File: config.mk
export PLATFORM = sky130hd
export DESIGN_NAME = min_max_feature_normalizer
export DESIGN_NICKNAME = d
export VERILOG_FILES = /design/src/hw/rtl/mmfn_pkg.sv /design/src/hw/rtl/mmfn_div.sv /design/src/hw/rtl/min_max_feature_normalizer.sv
export SDC_FILE = /design/constraint.sdc
export NUM_CORES = 2
export LEC_CHECK = 0
export BUFFER_PORTS_ARGS = -buffer_cell sky130_fd_sc_hd__buf_4
export CORE_UTILIZATION = 60
export CTS_BUF_LIST = sky130_fd_sc_hd__clkbuf_4
export DETAILED_ROUTE_END_ITERATION = 10
export PLACE_DENSITY = 0.79
export SETUP_SLACK_MARGIN = 0.3
export SYNTH_ARGS = -nofsm -noshare
export SYNTH_HDL_FRONTEND = slang
export SYNTH_SLANG_ARGS = --single-unit
File: constraint.sdc
create_clock -name i_clk -period 5.95 [get_ports i_clk]
set_clock_uncertainty 0.1 [all_clocks]
set_input_delay 0.2975 -clock i_clk [delete_from_list [all_inputs] [get_ports i_clk]]
set_output_delay 0.2975 -clock i_clk [all_outputs]
set_load 0.02 [all_outputs]
File: src/hw/rtl/mmfn_pkg.sv
`timescale 1ns / 1ps

package mmfn_pkg;

    // feature table size and the derived address width
    localparam int MAX_FEATURES = 16;
    localparam int FEAT_AW      = (MAX_FEATURES > 1) ? $clog2(MAX_FEATURES) : 1;

    // field widths
    localparam int MODE_W   = 2;
    localparam int IDX_W    = 4;
    localparam int VAL_W    = 24;
    localparam int FRAC_W   = 16;
    localparam int SCALED_W = FRAC_W + 1;
    localparam int DIFF_W   = VAL_W + 1;
    localparam int CNT_W    = (FRAC_W > 1) ? $clog2(FRAC_W) : 1;

    // stream widths, whole bytes
    localparam int S_TDATA_W = ((IDX_W + VAL_W + 7) / 8) * 8;
    localparam int M_TDATA_W = ((SCALED_W + IDX_W + 7) / 8) * 8;

    // statistics reset values
    localparam logic signed [VAL_W-1:0] VAL_MOST_NEG = {1'b1, {(VAL_W-1){1'b0}}};
    localparam logic signed [VAL_W-1:0] VAL_MOST_POS = {1'b0, {(VAL_W-1){1'b1}}};
    localparam logic [SCALED_W-1:0]     FRAC_ONE     = {1'b1, {FRAC_W{1'b0}}};

    // mode codes (code 3 is unused)
    localparam logic [MODE_W-1:0] MODE_COLLECT = 2'd0;
    localparam logic [MODE_W-1:0] MODE_NORM    = 2'd1;
    localparam logic [MODE_W-1:0] MODE_CLEAR   = 2'd2;

    typedef enum logic [2:0] {
        ST_IDLE,
        ST_LOAD,
        ST_SETUP,
        ST_CHECK,
        ST_DIV,
        ST_OUT
    } t_state;

    // handshake between sequencer and divider
    typedef struct packed {
        logic start;
    } t_div_cmd;

    typedef struct packed {
        logic busy;
        logic done;
    } t_div_stat;

endpackage

File: src/hw/rtl/mmfn_div.sv
`timescale 1ns / 1ps

// radix-2 restoring divider, one quotient bit per cycle
// expects 0 < num < den, gives floor(num * 2^FRAC_W / den)
module mmfn_div (
    input  logic                            i_clk,
    input  logic                            i_rst_n,
    input  mmfn_pkg::t_div_cmd              i_cmd,
    input  logic [mmfn_pkg::VAL_W-1:0]      i_num,
    input  logic [mmfn_pkg::VAL_W-1:0]      i_den,
    output mmfn_pkg::t_div_stat             o_stat,
    output logic [mmfn_pkg::FRAC_W-1:0]     o_quot
);

    logic                             r_busy, n_busy;
    logic                             r_done, n_done;
    logic [mmfn_pkg::CNT_W-1:0]       r_cnt, n_cnt;
    logic [mmfn_pkg::VAL_W-1:0]       r_rem, n_rem;
    logic [mmfn_pkg::VAL_W-1:0]       r_den, n_den;
    logic [mmfn_pkg::FRAC_W-1:0]      r_quot, n_quot;

    logic [mmfn_pkg::VAL_W:0]         w_shift;
    logic [mmfn_pkg::VAL_W:0]         w_den_ext;
    logic [mmfn_pkg::VAL_W:0]         w_sub;
    logic                             w_ge;

    assign w_shift   = {r_rem, 1'b0};
    assign w_den_ext = {1'b0, r_den};
    assign w_sub     = w_shift - w_den_ext;
    assign w_ge      = (w_shift >= w_den_ext);

    always_comb begin
        n_busy = r_busy;
        n_done = 1'b0;
        n_cnt  = r_cnt;
        n_rem  = r_rem;
        n_den  = r_den;
        n_quot = r_quot;
        if (i_cmd.start && !r_busy) begin
            n_busy = 1'b1;
            n_cnt  = '0;
            n_rem  = i_num;
            n_den  = i_den;
            n_quot = '0;
        end else if (r_busy) begin
            // remainder stays below den, so it fits back in VAL_W bits
            n_rem  = w_ge ? w_sub[mmfn_pkg::VAL_W-1:0] : w_shift[mmfn_pkg::VAL_W-1:0];
            n_quot = {r_quot[mmfn_pkg::FRAC_W-2:0], w_ge};
            n_cnt  = r_cnt + 1'b1;
            if (r_cnt == mmfn_pkg::CNT_W'(mmfn_pkg::FRAC_W - 1)) begin
                n_busy = 1'b0;
                n_done = 1'b1;
            end
        end
    end

    always_ff @(posedge i_clk) begin
        if (!i_rst_n) begin
            r_busy <= 1'b0;
            r_done <= 1'b0;
            r_cnt  <= '0;
        end else begin
            r_busy <= n_busy;
            r_done <= n_done;
            r_cnt  <= n_cnt;
        end
        r_rem  <= n_rem;
        r_den  <= n_den;
        r_quot <= n_quot;
    end

    assign o_stat.busy = r_busy;
    assign o_stat.done = r_done;
    assign o_quot      = r_quot;

endmodule

File: src/hw/rtl/min_max_feature_normalizer.sv
`timescale 1ns / 1ps

// channel  | direction | tdata (low bit up)                      | tuser
// ---------+-----------+-----------------------------------------+-----------------
// s (in)   | sink      | feature_index[3:0], sample_value[27:4]  | mode[1:0]
// m (out)  | source    | scaled_value[16:0], result_feature[20:17] | degenerate[0]
//
// collect and clear pass through accept (ST_IDLE) and table update (ST_LOAD) per transaction
// normalize runs load, setup and check, then the 16-step radix-2 divider unless the result
// is clamped or degenerate, then output; the input is not ready again until output is loaded
// i_rst_n (synchronous) loads every feature with max = most negative, min = most positive
// the output register holds one result; a stalled sink only blocks the next normalize
// at its last step, collect and clear keep flowing

module min_max_feature_normalizer (
    input  logic                               i_clk,
    input  logic                               i_rst_n,
    // slave side
    input  logic                               i_s_tvalid,
    output logic                               o_s_tready,
    input  logic [mmfn_pkg::S_TDATA_W-1:0]     i_s_tdata,   // feature_index, sample_value
    input  logic [mmfn_pkg::MODE_W-1:0]        i_s_tuser,   // mode
    // master side
    output logic                               o_m_tvalid,
    input  logic                               i_m_tready,
    output logic [mmfn_pkg::M_TDATA_W-1:0]     o_m_tdata,   // scaled_value, result_feature
    output logic                               o_m_tuser    // degenerate
);

    localparam int VW = mmfn_pkg::VAL_W;
    localparam int DW = mmfn_pkg::DIFF_W;

    // sequencer state and captured transaction
    mmfn_pkg::t_state                  r_state, n_state;
    logic [mmfn_pkg::MODE_W-1:0]       r_mode, n_mode;
    logic [mmfn_pkg::IDX_W-1:0]        r_idx, n_idx;
    logic signed [VW-1:0]              r_val, n_val;

    // working registers of the normalize path
    logic signed [VW-1:0]              r_max, n_max;
    logic signed [VW-1:0]              r_min, n_min;
    logic signed [DW-1:0]              r_num, n_num;
    logic signed [DW-1:0]              r_den, n_den;
    logic [mmfn_pkg::SCALED_W-1:0]     r_res_scaled, n_res_scaled;
    logic                              r_res_degen, n_res_degen;

    // output register
    logic                              r_out_valid, n_out_valid;
    logic [mmfn_pkg::SCALED_W-1:0]     r_out_scaled, n_out_scaled;
    logic                              r_out_degen, n_out_degen;
    logic [mmfn_pkg::IDX_W-1:0]        r_out_feat, n_out_feat;

    // per-feature statistics, one flop row per feature
    logic signed [VW-1:0]              r_fmax [mmfn_pkg::MAX_FEATURES];
    logic signed [VW-1:0]              r_fmin [mmfn_pkg::MAX_FEATURES];

    logic [mmfn_pkg::FEAT_AW-1:0]      w_addr;
    logic                              w_idx_ok;
    logic signed [VW-1:0]              w_rd_max;
    logic signed [VW-1:0]              w_rd_min;
    logic                              w_st_we;
    logic signed [VW-1:0]              w_st_max;
    logic signed [VW-1:0]              w_st_min;

    mmfn_pkg::t_div_cmd                w_div_cmd;
    mmfn_pkg::t_div_stat               w_div_stat;
    logic [mmfn_pkg::FRAC_W-1:0]       w_div_quot;

    logic                              w_s_fire;

    // nothing is taken while reset is held
    assign o_s_tready = (r_state == mmfn_pkg::ST_IDLE) && i_rst_n;
    assign w_s_fire   = i_s_tvalid && o_s_tready;

    assign w_addr   = mmfn_pkg::FEAT_AW'(r_idx);
    assign w_idx_ok = (32'(r_idx) < mmfn_pkg::MAX_FEATURES);
    assign w_rd_max = r_fmax[w_addr];
    assign w_rd_min = r_fmin[w_addr];

    mmfn_div u_div (
        .i_clk   (i_clk),
        .i_rst_n (i_rst_n),
        .i_cmd   (w_div_cmd),
        .i_num   (r_num[VW-1:0]),
        .i_den   (r_den[VW-1:0]),
        .o_stat  (w_div_stat),
        .o_quot  (w_div_quot)
    );

    always_comb begin
        n_state      = r_state;
        n_mode       = r_mode;
        n_idx        = r_idx;
        n_val        = r_val;
        n_max        = r_max;
        n_min        = r_min;
        n_num        = r_num;
        n_den        = r_den;
        n_res_scaled = r_res_scaled;
        n_res_degen  = r_res_degen;
        n_out_valid  = r_out_valid && !i_m_tready;
        n_out_scaled = r_out_scaled;
        n_out_degen  = r_out_degen;
        n_out_feat   = r_out_feat;
        w_st_we      = 1'b0;
        w_st_max     = w_rd_max;
        w_st_min     = w_rd_min;
        w_div_cmd.start = 1'b0;

        case (r_state)
            mmfn_pkg::ST_IDLE: begin
                if (w_s_fire) begin
                    n_mode  = i_s_tuser;
                    n_idx   = i_s_tdata[mmfn_pkg::IDX_W-1:0];
                    n_val   = i_s_tdata[mmfn_pkg::IDX_W +: VW];
                    n_state = mmfn_pkg::ST_LOAD;
                end
            end
            mmfn_pkg::ST_LOAD: begin
                case (r_mode)
                    mmfn_pkg::MODE_COLLECT: begin
                        // fold the sample into the running extremes
                        w_st_we  = w_idx_ok;
                        w_st_max = (r_val > w_rd_max) ? r_val : w_rd_max;
                        w_st_min = (r_val < w_rd_min) ? r_val : w_rd_min;
                        n_state  = mmfn_pkg::ST_IDLE;
                    end
                    mmfn_pkg::MODE_CLEAR: begin
                        w_st_we  = w_idx_ok;
                        w_st_max = mmfn_pkg::VAL_MOST_NEG;
                        w_st_min = mmfn_pkg::VAL_MOST_POS;
                        n_state  = mmfn_pkg::ST_IDLE;
                    end
                    mmfn_pkg::MODE_NORM: begin
                        // an out-of-range feature looks like one with no data
                        n_max   = w_idx_ok ? w_rd_max : mmfn_pkg::VAL_MOST_NEG;
                        n_min   = w_idx_ok ? w_rd_min : mmfn_pkg::VAL_MOST_POS;
                        n_state = mmfn_pkg::ST_SETUP;
                    end
                    default: begin
                        n_state = mmfn_pkg::ST_IDLE;
                    end
                endcase
            end
            mmfn_pkg::ST_SETUP: begin
                // exact differences in Q.8, one bit wider than the samples
                n_den   = DW'(r_max) - DW'(r_min);
                n_num   = DW'(r_val) - DW'(r_min);
                n_state = mmfn_pkg::ST_CHECK;
            end
            mmfn_pkg::ST_CHECK: begin
                if (r_den[DW-1] || (r_den == '0)) begin
                    // no data or zero range
                    n_res_scaled = '0;
                    n_res_degen  = 1'b1;
                    n_state      = mmfn_pkg::ST_OUT;
                end else if (r_num[DW-1] || (r_num == '0)) begin
                    // at or below min, saturate low
                    n_res_scaled = '0;
                    n_res_degen  = 1'b0;
                    n_state      = mmfn_pkg::ST_OUT;
                end else if (r_num >= r_den) begin
                    // at or above max, saturate high
                    n_res_scaled = mmfn_pkg::FRAC_ONE;
                    n_res_degen  = 1'b0;
                    n_state      = mmfn_pkg::ST_OUT;
                end else begin
                    w_div_cmd.start = 1'b1;
                    n_res_degen     = 1'b0;
                    n_state         = mmfn_pkg::ST_DIV;
                end
            end
            mmfn_pkg::ST_DIV: begin
                if (w_div_stat.done) begin
                    n_res_scaled = {1'b0, w_div_quot};
                    n_state      = mmfn_pkg::ST_OUT;
                end
            end
            mmfn_pkg::ST_OUT: begin
                // load once the output register is free or being drained
                if (!r_out_valid || i_m_tready) begin
                    n_out_valid  = 1'b1;
                    n_out_scaled = r_res_scaled;
                    n_out_degen  = r_res_degen;
                    n_out_feat   = r_idx;
                    n_state      = mmfn_pkg::ST_IDLE;
                end
            end
            default: begin
                n_state = mmfn_pkg::ST_IDLE;
            end
        endcase
    end

    always_ff @(posedge i_clk) begin
        if (!i_rst_n) begin
            r_state     <= mmfn_pkg::ST_IDLE;
            r_out_valid <= 1'b0;
        end else begin
            r_state     <= n_state;
            r_out_valid <= n_out_valid;
        end
        r_mode       <= n_mode;
        r_idx        <= n_idx;
        r_val        <= n_val;
        r_max        <= n_max;
        r_min        <= n_min;
        r_num        <= n_num;
        r_den        <= n_den;
        r_res_scaled <= n_res_scaled;
        r_res_degen  <= n_res_degen;
        r_out_scaled <= n_out_scaled;
        r_out_degen  <= n_out_degen;
        r_out_feat   <= n_out_feat;
    end

    // statistics table: reset puts every feature back to the empty state
    always_ff @(posedge i_clk) begin
        if (!i_rst_n) begin
            for (int f = 0; f < mmfn_pkg::MAX_FEATURES; f++) begin
                r_fmax[f] <= mmfn_pkg::VAL_MOST_NEG;
                r_fmin[f] <= mmfn_pkg::VAL_MOST_POS;
            end
        end else if (w_st_we) begin
            r_fmax[w_addr] <= w_st_max;
            r_fmin[w_addr] <= w_st_min;
        end
    end

    assign o_m_tvalid = r_out_valid;
    assign o_m_tdata  = {{(mmfn_pkg::M_TDATA_W - mmfn_pkg::SCALED_W - mmfn_pkg::IDX_W){1'b0}},
                         r_out_feat, r_out_scaled};
    assign o_m_tuser  = r_out_degen;

endmodule

Word-level counts from Yosys, hierarchy flattened
Memory sizes are Yosys's and may differ from the RTL's. A register that Yosys moved wholly into a read port is not among the register bits. Cells that the tools add are included.

Bits in registers: 242. Latch bits: 0. RAM bits: 768. Memory bits (read-only): 0. Bits of input ports: 38. Output and inout port bits: 27. Logic and storage cells: 117. Memories: 2.

Memory list: r_fmax (words 16, width 24, read ports 1, clocked after Yosys merged registers in 1, write ports 16, line min_max_feature_normalizer.sv:54) `logic signed [VW-1:0] r_fmax [mmfn_pkg::MAX_FEATURES];`; r_fmin (words 16, width 24, read ports 1, clocked after Yosys merged registers in 1, write ports 16, line min_max_feature_normalizer.sv:55) `logic signed [VW-1:0] r_fmin [mmfn_pkg::MAX_FEATURES];`.

Add/sub/neg operators: 4. Multipliers: 0. Div/mod/pow operators: 0. Order comparisons: 4. Eq/ne operators: 12. Shift-type cells: 0. Mux-type cells: 47. Bitwise operators: 2. Reductions and logical operators: 26.

Operators with widths (number): $mux 24 (9); $pmux 24 s2 (2); $mux 17 (4); $logic_not 25->1 (2); $sub 24x24->25 (2); $reduce_or 24->1 (2); $pmux 17 s2 (1); $ge 25x24->1 (1); $ge 25x25->1 (1); $gt 24x24->1 (1); $lt 24x24->1 (1); $sub 24x24->24 (1); $mux 1 (22); $pmux 3 s6 (1); $mux 4 (4); $mux 3 (3); $eq 3x2->1 const B (2); $eq 3x3->1 const B (2); $reduce_and 2->1 (3); $reduce_and 3->1 (2); $add 4x1->4 const B (1); $eq 4x4->1 const B (1); $logic_and 1x1->1 (4); $ne 2x2->1 const B (2); other kinds (14) (21).

Logic depth before layout (Yosys ltp)
Depth in word-level cells: 9. Depth in mapped cells: 19. Depth with buffers taken out: 13.

By module
From an unflattened synthesis, not the netlist that was laid out.

Cells, all modules: 3481. Area total of the unflattened synthesis: 49282.3 um2.

Modules (own cells, without submodules): min_max_feature_normalizer (times used 1, cells an instance 3051, area each 45213.4 um2, seq. area each 28267.1 um2); mmfn_div (times used 1, cells an instance 430, area each 4068.9 um2, seq. area each 1881.8 um2).

Least setup slack after synthesis
Ideal clock, no wire load.

Kind: register to register. Start: reg r_state[0]. End: reg r_max[0], enable pin. Library setup time: 525 ps. Arrival time: 4665 ps. Data required time: 5325 ps. Slack: 659 ps. Cell stages (with the launch flop): 4. Buffers on the path: 1. Clock period less this slack: 5291 ps. Cells stage by stage: dfxtp_1 -> clkbuf_1 -> or3b_2 -> nor3b_1.

Longest elaborated chain between the ends: 2.

RTL lines: start, declared (line min_max_feature_normalizer.sv:34) `mmfn_pkg::t_state r_state, n_state;`; start signal, assigned (line min_max_feature_normalizer.sv:197) `r_state <= mmfn_pkg::ST_IDLE;`; start signal, assigned (line min_max_feature_normalizer.sv:200) `r_state <= n_state;`; $eq 3x1->1 (line min_max_feature_normalizer.sv:110) `case (r_state)`; $reduce_and 2->1 (no line); end signal, assigned (line min_max_feature_normalizer.sv:206) `r_max <= n_max;`; end, declared (line min_max_feature_normalizer.sv:40) `logic signed [VW-1:0] r_max, n_max;`.

Every way passes these cells. A chain may end at the register's enable or synchronous reset.

==> flow_summary_export.csv <==
group,metric,value,unit
timing,rsz0062_at_grt,"false",
synthesis,synthFlopType,"edfxtp_1",
clock_tree,numCtsBuffers,241,
die,die_h,283,um
cells_and_area,fillers,5164,
routing,wl,124000,um
routing,viasPerCell,6.27,
synthesis,synth_cell_types,70,
synthesis,synthTopCellsByCount,"984 x edfxtp_1, 538 x nor2_1, 478 x nand2_1",
global_routing,global_route.usage.met3,9.84,%
timing,maxSlewViolCount,0,
global_routing,grt_usage,31.5,%
routing,drt.antenna.violating_nets,0,
synthesis,async_reset_ff_share,0,%
synthesis,netlist.area_leader.share,62.4,%
die,die_width,283,um
worst_setup_path,slowest_stage,"dfxtp_4",
die,rows,102,
timing,setup_viol,0,
timing,post-route-period-util,86.2,%
routing,vias,30800,
synthesis,yosysMostFrequentCell,"edfxtp_1",
timing,tightestPinTransition,1.11,ns
timing,final_hold_viol_count,0,
global_routing,grt_most_used_layer,"met2",
placement,dp_hpwl,72000,um
global_routing,grt_overflow,0,
global_routing,grt_first_pass_wirelength,182000,um
global_routing,grt_max_degree,52,
die,ios,65,
placement,place_area,49000,um^2
clock_tree,insertion_delay,1.17,ns
routing,drtIter0Drc,4058,
power_and_ir_drop,power.leakage,17.5,nW
worst_setup_path,worstPathArrival,6.00,ns
global_routing,grt_pass1_vias,30600,
hold_path,whs_path_depth,3,
power_and_ir_drop,total_power,14.9,mW
clock_tree,cts_tree,"built",
worst_setup_path,critical-path-top-cell-by-count,"mux4_2",
timing,period_minus_slack,5.13,ns
power_and_ir_drop,ir_worst_vdd,0.209,mV
worst_setup_path,crit_type,"flop to flop",
timing,max_freq,195,MHz
clock_tree,cts_setup_buffers,0,
worst_setup_path,cp-end-kind,"flop",
hold_path,hp-class,"input port to flop",
clock_tree,ctsHtreeMaxLevel,4,
routing,wl_per_cell,25.1,um
synthesis,synth_top_area_cell,"edfxtp_1",
clock_tree,cts.sinks,1014,
job,cap_violations,0,
synthesis,syn_area,47300,um^2
placement,numPortBuffers,57,
clock_tree,cts_buffer_depth,3,
synthesis,ys_warn_count,0,
clock_tree,cts.repair.resized,0,
global_routing,grt_antenna_before_repair,4,
synthesis,synth_edf_count,984,
synthesis,avgSynthCellArea,13.8,um^2
die,core-area,77700,um^2
cells_and_area,final_util,68.0,%
timing,max-slew-margin-rel,25.8,%
synthesis,syn_inst,3418,
routing,drcViolationCount,0,
synthesis,synth_seq_cells,1014,
worst_setup_path,startpoint_type,"flop",
placement,gp_congestion,0.902,
worst_setup_path,path_cells,"buf_4 > mux4_2 > mux4_2 > inv_1 > ha_1 > a21o_1 > a2111o_1 > a211oi_1 > a221oi_1 > nand2_2 > buf_12 > mux2_2 > nor2_1",
die,initial_core_util,60.9,%
cells_and_area,drive_gt1_share,22.9,%
worst_setup_path,worstPathRequired,6.82,ns
global_routing,grt_use_met2,48.4,%
cells_and_area,finalInstanceArea,52800,um^2
cells_and_area,area_delta_synth_final,11.6,%
die,dieArea,80000,um^2
worst_setup_path,path_max_fanout,22,
global_routing,grtUsageMet1,40.8,%
run_status,status,"complete, no violations",
worst_setup_path,reg2regPathDepth,13,
power_and_ir_drop,power_density,283,nW/um^2
clock_tree,clk_pin_slew,0.08,ns
worst_setup_path,cpPeakStageDelay,0.73,ns
synthesis,seq_area_frac_synth,63.7,%
routing,drtPass1Iterations,7,
timing,tns,0,ns
synthesis,synth_area_leaders,"edfxtp_1 62%, mux4_2 11%, nor2_1 4.3%",
clock_tree,cts_root_buf,"clkbuf_4",
clock_tree,ctsHoldBuffers,65,
cells_and_area,nets,3851,
==> worst max-delay path, delay by kind of cell, from the launching register on <==
kind                     cells  cell delay (ns)
AND/OR/NAND/NOR              2             0.48
multiplexers                 3             1.63
flip-flops                   1             0.73
buffers and inverters        3             0.69
AO/OA/AOI/OAI                4             1.07
adder cells (fa/ha/maj)      1             0.24
==> cells in the final DEF (no fill, tap or decap), types with 8 or more instances in the layout <==
cell type / instances
o21bai_1: 10
inv_1: 150
nor2_1: 525
nor4_1: 16
dlygate4sd3_1: 65
o211ai_1: 8
and3_1: 8
nor3_1: 10
o21a_1: 23
a21o_1: 45
clkinv_2: 9
ha_1: 145
nand2b_1: 31
a22o_1: 16
mux2i_1: 15
clkinv_1: 76
buf_12: 9
nand3_1: 16
nor2_2: 13
edfxtp_1: 984
a31oi_1: 26
o21ai_0: 53
clkbuf_4: 344
nand4_1: 25
nand2_1: 462
xnor2_1: 38
nor2b_1: 19
nand2_2: 40
mux2_4: 20
buf_4: 138
dfxtp_1: 26
and2_1: 26
xor2_1: 14
or3_1: 13
a21oi_1: 76
mux4_2: 232
mux2_2: 32
==> state kept, by name (all words and copies together), names as in the netlist, named ones only <==
name	cells
u_div.r_den	24
u_div.r_done	1
r_fmin	384
r_fmax	384
r_min	24
u_div.r_busy	1
r_num	25
r_res_scaled	17
u_div.r_cnt	4
r_idx	4
u_div.o_quot	16
r_max	24
r_out_feat	4
r_state	3
o_m_tvalid	1
r_out_scaled	17
r_res_degen	1
o_m_tuser	1
r_val	24
r_den	25
r_mode	2
u_div.r_rem	24
==> power by group <==
group / internal (mW) / leakage [nW] / switching (mW) / total (mW)
logic: 0.456 / 6.92 / 0.705 / 1.16
clock network: 2.84 / 1.85 / 2.87 / 5.71
registers: 7.94 / 8.73 / 0.116 / 8.06
==> final timing paths <==
kind / end / from / slack (ns)
min reg2reg: r_out_scaled[7] / r_res_scaled[7] / 0.30
min: r_state[1] / i_rst_n / 0.15
max reg2reg: r_fmin[14][23] / flop / 0.82
max: r_fmin[14][23] / flop / 0.82
==> final cells by class <==
| cell class | instances | area, um^2 | area share, % |
|---|---|---|---|
| flip-flops and latches | 1014 | 30200 | 57.1 |
| multi-input cells | 2046 | 15700 | 29.8 |
| clock buffers | 344 | 2580 | 4.89 |
| repair buffers | 212 | 1870 | 3.53 |
| well taps | 1040 | 1300 | 2.46 |
| clock inverters | 101 | 588 | 1.11 |
| inverters | 150 | 563 | 1.07 |
| diodes | 7 | 17.5 | 0.0332 |
==> cells by family (layout without fill, tap and decap cells) <==
logic type,after synthesis,in the layout,synth area share (%)
AO/OA/AOI/OAI,311,311,4.32
XOR/XNOR,52,52,0.962
adder cells (fa/ha/maj),148,148,3.96
buffers and inverters,360,807,3.37
flip-flops,1014,1014,63.7
multiplexers,300,300,12.8
other,1,10,0.00792
AND/OR/NAND/NOR,1232,1232,10.9
==> through the flow <==
step,hold WS [ns],setup WS [ns],instances
6_report,0.150,0.822,4914
3_3_place_gp,0.301,1.01,4397
4_1_cts,0.0671,0.908,4907
3_5_place_dp,0.305,0.942,4397
5_1_grt,0.0699,0.606,4914
2_1_floorplan,0.296,0.659,3420
==> metal layers <==
layer | share of wire, % | up-vias
li1 | - | 13200
met1 | 35 | 14900
met2 | 46 | 2246
met3 | 14 | 462
met4 | 4.8 | 6
met5 | 0.040 | -
Note: power is estimated with default switching activity, not from simulation.
